### config.mk
export PLATFORM = sky130hd
export DESIGN_NAME = wall_follow_pd_steering
export DESIGN_NICKNAME = d
export VERILOG_FILES = /design/src/wfpd_pkg.sv /design/src/wall_follow_pd_steering.sv
export SDC_FILE = /design/constraint.sdc
export NUM_CORES = 2
export LEC_CHECK = 0
export ABC_AREA = 1
export BUFFER_PORTS_ARGS = -buffer_cell sky130_fd_sc_hd__buf_4
export CORE_MARGIN = 2
export CORE_UTILIZATION = 30
export DETAILED_ROUTE_END_ITERATION = 10
export SYNTH_ARGS = -nofsm -noshare
export SYNTH_HDL_FRONTEND = slang
export SYNTH_SLANG_ARGS = --single-unit
### constraint.sdc
create_clock -name clk -period 36.2 [get_ports clk]
set_input_delay 3.62 -clock clk [delete_from_list [all_inputs] [get_ports clk]]
set_output_delay 3.62 -clock clk [all_outputs]
set_load 0.05 [all_outputs]
### src/wfpd_pkg.sv
package wfpd_pkg;

    // Field widths
    localparam int DIST_W = 12;
    localparam int GAIN_W = 10;
    localparam int PWM_W  = 13;
    localparam int DUTY_W = 14;
    localparam int ERR_W  = 13;   // setpoint - right lies in [-2048, 4095]
    localparam int PERR_W = 14;   // stored previous error
    localparam int DIFF_W = 15;   // err - prev_error
    localparam int ACC_W  = 28;   // wide enough for the full right-duty sum
    localparam int CFG_IDX_W  = 3;
    localparam int CFG_DATA_W = 13;

    // Configuration register map
    typedef enum logic [CFG_IDX_W-1:0] {
        CFG_RUN_ENABLE       = 3'd0,
        CFG_GAIN_P           = 3'd1,
        CFG_GAIN_I           = 3'd2,
        CFG_GAIN_D           = 3'd3,
        CFG_DESIRED_DISTANCE = 3'd4,
        CFG_PWM_NOMINAL      = 3'd5,
        CFG_PWM_SWING        = 3'd6
    } cfg_idx_t;

    // Register reset values
    localparam logic [GAIN_W-1:0] GAIN_P_RST           = 10'd4;
    localparam logic [GAIN_W-1:0] GAIN_I_RST           = 10'd0;
    localparam logic [GAIN_W-1:0] GAIN_D_RST           = 10'd100;
    localparam logic [DIST_W-1:0] DESIRED_DISTANCE_RST = 12'd250;
    localparam logic [PWM_W-1:0]  PWM_NOMINAL_RST      = 13'd7500;
    localparam logic [PWM_W-1:0]  PWM_SWING_RST        = 13'd1000;

    // Turn override thresholds, mm
    localparam logic [DIST_W-1:0] TURN_NEAR   = 12'd250;
    localparam logic [DIST_W-1:0] TURN_SLIGHT = 12'd300;
    localparam logic [DIST_W-1:0] FAR_CENTER  = 12'd400;
    localparam logic [DIST_W-1:0] FAR_MARGIN  = 12'd50;
    localparam logic [DIST_W-1:0] FAR_RIGHT   = FAR_CENTER + FAR_MARGIN;
    localparam logic [DIST_W-1:0] HARD_LEFT   = 12'd275;

endpackage

### src/wall_follow_pd_steering.sv
// Pipeline: 2 register stages, input register then result register; the PD math sits in
// a single stage between them. Throughput: one transaction per cycle unless out_ready
// stalls; prev_error updates as each item moves into the result register.
// Reset (rst_n low, asynchronous): pipeline empty, prev_error = 0, configuration
// registers back to run_enable=0, gains 4/0/100, desired 250, nominal 7500, swing 1000.
module wall_follow_pd_steering (
    input  logic                               clk,
    input  logic                               rst_n,

    // configuration write port
    input  logic                               cfg_we,
    input  logic [wfpd_pkg::CFG_IDX_W-1:0]     cfg_addr,
    input  logic [wfpd_pkg::CFG_DATA_W-1:0]    cfg_wdata,

    // sensor triple in
    input  logic                               in_valid,
    output logic                               in_ready,
    input  logic [wfpd_pkg::DIST_W-1:0]        left_dist,
    input  logic [wfpd_pkg::DIST_W-1:0]        center_dist,
    input  logic [wfpd_pkg::DIST_W-1:0]        right_dist,

    // duty pair out
    output logic                               out_valid,
    input  logic                               out_ready,
    output logic [wfpd_pkg::DUTY_W-1:0]        right_duty,
    output logic [wfpd_pkg::DUTY_W-1:0]        left_duty
);

    // ------------------------------------------------------------------
    // Configuration registers
    // ------------------------------------------------------------------
    logic                              run_enable_reg;
    logic [wfpd_pkg::GAIN_W-1:0]       gain_p_reg;
    logic [wfpd_pkg::GAIN_W-1:0]       gain_i_reg;
    logic [wfpd_pkg::GAIN_W-1:0]       gain_d_reg;
    logic [wfpd_pkg::DIST_W-1:0]       desired_distance_reg;
    logic [wfpd_pkg::PWM_W-1:0]        pwm_nominal_reg;
    logic [wfpd_pkg::PWM_W-1:0]        pwm_swing_reg;

    always_ff @(posedge clk or negedge rst_n)
    begin
        if (!rst_n)
        begin
            run_enable_reg       <= 1'b0;
            gain_p_reg           <= wfpd_pkg::GAIN_P_RST;
            gain_i_reg           <= wfpd_pkg::GAIN_I_RST;
            gain_d_reg           <= wfpd_pkg::GAIN_D_RST;
            desired_distance_reg <= wfpd_pkg::DESIRED_DISTANCE_RST;
            pwm_nominal_reg      <= wfpd_pkg::PWM_NOMINAL_RST;
            pwm_swing_reg        <= wfpd_pkg::PWM_SWING_RST;
        end
        else if (cfg_we)
        begin
            // out-of-map indexes fall through to default and are dropped
            case (wfpd_pkg::cfg_idx_t'(cfg_addr))
                wfpd_pkg::CFG_RUN_ENABLE:       run_enable_reg       <= cfg_wdata[0];
                wfpd_pkg::CFG_GAIN_P:           gain_p_reg           <= cfg_wdata[wfpd_pkg::GAIN_W-1:0];
                wfpd_pkg::CFG_GAIN_I:           gain_i_reg           <= cfg_wdata[wfpd_pkg::GAIN_W-1:0];
                wfpd_pkg::CFG_GAIN_D:           gain_d_reg           <= cfg_wdata[wfpd_pkg::GAIN_W-1:0];
                wfpd_pkg::CFG_DESIRED_DISTANCE: desired_distance_reg <= cfg_wdata[wfpd_pkg::DIST_W-1:0];
                wfpd_pkg::CFG_PWM_NOMINAL:      pwm_nominal_reg      <= cfg_wdata[wfpd_pkg::PWM_W-1:0];
                wfpd_pkg::CFG_PWM_SWING:        pwm_swing_reg        <= cfg_wdata[wfpd_pkg::PWM_W-1:0];
                default: ;
            endcase
        end
    end

    // ------------------------------------------------------------------
    // Stage 1: input register. A stopped item (run_enable low at accept)
    // travels with s1_run_reg = 0 and is dropped without a result.
    // ------------------------------------------------------------------
    logic                          s1_valid_reg;
    logic                          s1_run_reg;
    logic [wfpd_pkg::DIST_W-1:0]   s1_left_reg;
    logic [wfpd_pkg::DIST_W-1:0]   s1_center_reg;
    logic [wfpd_pkg::DIST_W-1:0]   s1_right_reg;

    logic                          out_valid_reg;
    logic [wfpd_pkg::DUTY_W-1:0]   right_duty_reg;
    logic [wfpd_pkg::DUTY_W-1:0]   left_duty_reg;
    logic [wfpd_pkg::PERR_W-1:0]   prev_error_reg;

    logic out_free;
    logic s1_fire;
    logic s1_load;
    logic in_fire;

    assign out_free = !out_valid_reg || out_ready;
    assign s1_fire  = s1_valid_reg && (!s1_run_reg || out_free);
    assign s1_load  = s1_fire && s1_run_reg;
    assign in_ready = !s1_valid_reg || s1_fire;
    assign in_fire  = in_valid && in_ready;

    always_ff @(posedge clk or negedge rst_n)
    begin
        if (!rst_n)
        begin
            s1_valid_reg <= 1'b0;
            s1_run_reg   <= 1'b0;
        end
        else if (in_ready)
        begin
            s1_valid_reg <= in_valid;
            s1_run_reg   <= run_enable_reg;
        end
    end

    always_ff @(posedge clk)
    begin
        if (in_fire)
        begin
            s1_left_reg   <= left_dist;
            s1_center_reg <= center_dist;
            s1_right_reg  <= right_dist;
        end
    end

    // ------------------------------------------------------------------
    // PD math
    // ------------------------------------------------------------------
    logic [wfpd_pkg::DIST_W-1:0]         setpoint;
    logic signed [wfpd_pkg::ERR_W-1:0]   err;
    logic signed [wfpd_pkg::DIFF_W-1:0]  err_diff;
    logic signed [wfpd_pkg::GAIN_W:0]    gp_s;
    logic signed [wfpd_pkg::GAIN_W:0]    gi_s;
    logic signed [wfpd_pkg::GAIN_W:0]    gd_s;
    logic signed [wfpd_pkg::GAIN_W+wfpd_pkg::ERR_W:0]   p_term;
    logic signed [wfpd_pkg::GAIN_W+wfpd_pkg::ERR_W:0]   i_term;
    logic signed [wfpd_pkg::GAIN_W+wfpd_pkg::DIFF_W:0]  d_term;
    logic signed [wfpd_pkg::ACC_W-1:0]   nom_s;
    logic signed [wfpd_pkg::ACC_W-1:0]   hi_s;
    logic signed [wfpd_pkg::ACC_W-1:0]   lo_s;
    logic signed [wfpd_pkg::ACC_W-1:0]   lo_raw;
    logic signed [wfpd_pkg::ACC_W-1:0]   r_sum;
    logic signed [wfpd_pkg::ACC_W-1:0]   l_sum;
    logic signed [wfpd_pkg::ACC_W-1:0]   r_clamp;
    logic signed [wfpd_pkg::ACC_W-1:0]   l_clamp;
    logic [wfpd_pkg::DUTY_W-1:0]         nom_d;
    logic [wfpd_pkg::DUTY_W-1:0]         nom_half;
    logic [wfpd_pkg::DUTY_W-1:0]         hi_d;
    logic [wfpd_pkg::DUTY_W-1:0]         right_duty_next;
    logic [wfpd_pkg::DUTY_W-1:0]         left_duty_next;

    always_comb
    begin
        // setpoint tracks half the right reading when far from the wall
        if (s1_right_reg > desired_distance_reg)
            setpoint = s1_right_reg >> 1;
        else
            setpoint = desired_distance_reg;

        err      = $signed({1'b0, setpoint}) - $signed({1'b0, s1_right_reg});
        err_diff = wfpd_pkg::DIFF_W'(err) - wfpd_pkg::DIFF_W'($signed(prev_error_reg));

        gp_s = $signed({1'b0, gain_p_reg});
        gi_s = $signed({1'b0, gain_i_reg});
        gd_s = $signed({1'b0, gain_d_reg});

        p_term = gp_s * err;
        i_term = gi_s * err;
        d_term = gd_s * err_diff;

        nom_s  = wfpd_pkg::ACC_W'($signed({1'b0, pwm_nominal_reg}));
        hi_s   = nom_s + wfpd_pkg::ACC_W'($signed({1'b0, pwm_swing_reg}));
        lo_raw = nom_s - wfpd_pkg::ACC_W'($signed({1'b0, pwm_swing_reg}));
        lo_s   = (lo_raw < 0) ? '0 : lo_raw;

        r_sum = nom_s + wfpd_pkg::ACC_W'(p_term) + wfpd_pkg::ACC_W'(d_term)
              + wfpd_pkg::ACC_W'(i_term);
        l_sum = nom_s - wfpd_pkg::ACC_W'(p_term);

        r_clamp = r_sum;
        if (r_clamp < lo_s) r_clamp = lo_s;
        if (r_clamp > hi_s) r_clamp = hi_s;
        l_clamp = l_sum;
        if (l_clamp < lo_s) l_clamp = lo_s;
        if (l_clamp > hi_s) l_clamp = hi_s;

        nom_d    = wfpd_pkg::DUTY_W'(pwm_nominal_reg);
        nom_half = wfpd_pkg::DUTY_W'(pwm_nominal_reg >> 1);
        hi_d     = hi_s[wfpd_pkg::DUTY_W-1:0];

        right_duty_next = r_clamp[wfpd_pkg::DUTY_W-1:0];
        left_duty_next  = l_clamp[wfpd_pkg::DUTY_W-1:0];

        // turn overrides, later ones win
        if (s1_center_reg < wfpd_pkg::TURN_NEAR)
        begin
            left_duty_next  = '0;
            right_duty_next = nom_d;
        end
        else if (s1_center_reg < wfpd_pkg::TURN_SLIGHT)
        begin
            left_duty_next  = nom_half;
            right_duty_next = nom_d;
        end
        if (s1_right_reg > wfpd_pkg::FAR_RIGHT && s1_center_reg > wfpd_pkg::FAR_CENTER)
        begin
            left_duty_next  = nom_d;
            right_duty_next = nom_half;
        end
        if (s1_left_reg < wfpd_pkg::HARD_LEFT)
        begin
            left_duty_next  = '0;
            right_duty_next = hi_d;
        end
    end

    // ------------------------------------------------------------------
    // Stage 2: result register and error history
    // ------------------------------------------------------------------
    always_ff @(posedge clk or negedge rst_n)
    begin
        if (!rst_n)
        begin
            out_valid_reg  <= 1'b0;
            prev_error_reg <= '0;
        end
        else
        begin
            if (s1_load)
            begin
                out_valid_reg  <= 1'b1;
                prev_error_reg <= wfpd_pkg::PERR_W'(err);
            end
            else if (out_ready)
            begin
                out_valid_reg <= 1'b0;
            end
        end
    end

    always_ff @(posedge clk)
    begin
        if (s1_load)
        begin
            right_duty_reg <= right_duty_next;
            left_duty_reg  <= left_duty_next;
        end
    end

    assign out_valid  = out_valid_reg;
    assign right_duty = right_duty_reg;
    assign left_duty  = left_duty_reg;

`ifndef SYNTH
    // a stopped item must leave the error history untouched
    a_stop_holds_err: assert property (@(posedge clk) disable iff (!rst_n)
        (s1_fire && !s1_run_reg) |=> $stable(prev_error_reg))
        else $error("prev_error changed on a stopped transaction");

    // a running item lands in the result register with its error recorded
    a_load_records: assert property (@(posedge clk) disable iff (!rst_n)
        s1_load |=> (out_valid_reg && prev_error_reg == $past(wfpd_pkg::PERR_W'(err))))
        else $error("result load did not update output or error history");

    // a running item blocked by a full result register stays in stage 1
    a_no_drop: assert property (@(posedge clk) disable iff (!rst_n)
        (s1_valid_reg && s1_run_reg && !out_free) |=>
        (s1_valid_reg && $stable(s1_right_reg) && $stable(s1_run_reg)))
        else $error("stalled transaction lost from input register");
`endif

endmodule
==> results by group <==
Synth
  • Synth Area in XOR/XNOR: 0.0204
  • Post-synth top cells: 918 x inv_1, 803 x nand2_1, 461 x fa_1
  • Mux cell area share after synthesis: 0
  • Mapped Cells: 3728
  • Register area share after synthesis: 0.140
  • Syn_area_per_cell: 7.82 um^2
  • Yosys reg bits: 149
  • Synth top area cells: fa_1 32%, ha_1 13%, inv_1 12%
  • Number of synthesized flops with an enable pin: 64
  • Synthesis Warnings: 0
  • Largest family of logic cells by synthesized area: adder cells
  • Top-count cell post-synth: inv_1
  • Distinct cells, synth: 53
  • Synth Area in Adders: 0.444
  • Post-Synth Simple-Gate Area: 0.189
  • Yosys top cell area share: 0.317
  • Mapped cell area: 29200 um^2
  • Biggest area consumer among synthesized cells: fa_1
  • Main synth FF type: edfxtp_1
  • Ys async rst share: 0.570
  • Syn nets: 4544
  • Post-synthesis compound-gate area fraction: 0.0742

Clock network
  • CTS tree: done
  • CTS buffer count: 17
  • Post-CTS Setup Bufs: 0
  • Reg clk slew, reported paths: 0.08 ns
  • Root buf cell: clkbuf_16
  • Sink Count: 149
  • H-tree Lvls: 4
  • Worst skew pair latency: 0.46 ns
  • Cts hold-fix bufs: 0
  • Resized cells post-CTS: 0
  • Max clock buf depth: 2

Place
  • PortBufs: 86
  • Placer Congestion: 0.978
  • Final HPWL DP: 73.3 mm

Hold path
  • Hold Crit Depth: 2
  • Worst min path class: reg -> reg

Route
  • DR vias/cell: 4.69
  • Vias: 23700
  • 1st-pass router iterations: 6
  • DRC: 0
  • Final ANT Viol Nets: 0
  • DRT Wirelength: 85.8 mm
  • Routed len/inst: 17.0 um
  • DRT iter0 DRCs: 1628

STA
  • Peak Freq: 55.1 MHz
  • Final Hold Vio Count: 0
  • Final period util: 0.502
  • Max_slew headroom: 0.221
  • RSZ-0062 raised after global routing: false
  • Fin crit period: 18.16 ns
  • Max Slew Vio Count: 0
  • Final setup viols: 0
  • Final TNS setup: 0 ns
  • Slew @ Worst Pin: 1.16 ns
  • Clk_skew: 0.0117 ns

Setup path
  • Reg2reg path depth: 81
  • Worst setup path start: desired_distance_reg[1]
  • Worst r2r src: desired_distance_reg[1]
  • Critical path's top delay family: adder cells
  • Critical path capture point: right_duty[4]
  • Critical path class: reg -> reg
  • Critical path depth: 81
  • Crit path max fanout: 27
  • CP bufs+invs: 16
  • CP max stage delay: 0.58 ns
  • FF-to-FF End: right_duty[4]
  • Reg2reg setup slack: 18.04 ns
  • CP most frequent cell: nand2_1
  • Arrival @ worst endpoint: 18.36 ns
  • Slowest CP cell: inv_1
  • Kind of start point of the critical path: register
  • Endpoint class of the critical path: register
  • Crit path required time: 36.40 ns

Floorplanning
  • Core Rows: 114
  • Die ar.: 99700 um^2
  • IO Count: 87
  • Die Span Y: 316 um
  • Core Area: 96600 um^2
  • Die Width: 316 um
  • Starting Density: 0.302

GRT
  • Largest net degree at the start of global routing: 48
  • Overall global routing resource usage: 0.177
  • First-pass GRT wire length: 137 mm
  • Grt ovf: 0
  • Antenna violations before repair: 0
  • Vias in the first global route: 24200

Finish
  • Layout area overhead: 8.84%
  • Layout cell share with drive strength beyond 1: 0.0611
  • Final #Nets: 4570

Job
  • Max Cap Viol: 0

Run status
  • Status: finished, final reports clean
-- through the flow --
stage                     worst slack (ns)   util  cells  hold slack [ns]  area [um^2]
after global routing                 16.58  0.329   5043            0.522        31700
after detailed placement             18.02  0.322   5011            0.473        31100
after global placement               18.11  0.322   5011            0.471        31100
after CTS                            17.99  0.329   5043            0.491        31700
final                                18.04  0.329   5044            0.497        31700
after floorplan                      20.86      -   3728            0.440        29200
-- per-layer routing --
metal,vias up,routed length (um),GRT usage
li1,11300,-,-
met3,131,4520,0.0209
met4,0,2890,0.0562
met5,-,0,0
met2,651,40100,0.295
met1,11600,38300,0.239
-- layout make-up --
cell class                      count  area (um^2)
Antenna cell                        1         2.50
Clock buffer                       19          453
Clock inverter                     13          166
Fill cell                       10200        64800
Inverter                          930         3490
Multi-Input combinational cell   2562        21200
Sequential cell                   149         4080
Tap cell                         1276         1600
Timing Repair Buffer               94          706
-- worst register-to-register path, delay by kind of cell (launching register included) --
kind                       cells  cell delay [ns]
DFF                            1             0.54
buffers and inverters         16             1.84
adders and majority gates     19             8.12
and+or+nand+nor               33             5.11
AOI/OAI and AO/OA             12             2.01
xor gates and xnor gates       1             0.29
-- cells by family after synthesis --
logic type      Yosys count
xor+xnor                 68
fa+ha+maj               759
flops                   149
buf+inv                1017
simple gates           1341
compound gates          394
-- cells in the final DEF, fill, tap and decap left out, types with 17 or more instances in the layout --
cell / synthesis / routed
inv_1: 918 / 918
nand2_1: 803 / 803
fa_1: 461 / 461
nor2_1: 313 / 311
ha_1: 298 / 298
o21ai_0: 182 / 182
a21oi_1: 125 / 125
nand3_1: 106 / 106
buf_4: 1 / 94
edfxtp_1: 64 / 64
dfrtp_1: 62 / 62
xor2_1: 40 / 40
nand4_1: 28 / 28
xnor2_1: 28 / 28
or2_2: 24 / 24
dfstp_2: 23 / 23
nor3_1: 21 / 21
o21ai_1: 18 / 18
clkbuf_16: 0 / 17
-- how the worst min path moves through the flow --
stage | start | to
2_1_floorplan | run_enable_reg | s1_run_reg
3_3_place_gp | prev_error_reg[8] | prev_error_reg[8]
3_5_place_dp | prev_error_reg[4] | prev_error_reg[4]
4_1_cts | prev_error_reg[4] | prev_error_reg[4]
5_1_grt | prev_error_reg[4] | prev_error_reg[4]
6_report | prev_error_reg[5] | prev_error_reg[5]
Power is left out: the tool's default activity adds up to more than one toggle a clock period on the data nets, which glitch-free logic cannot reach.
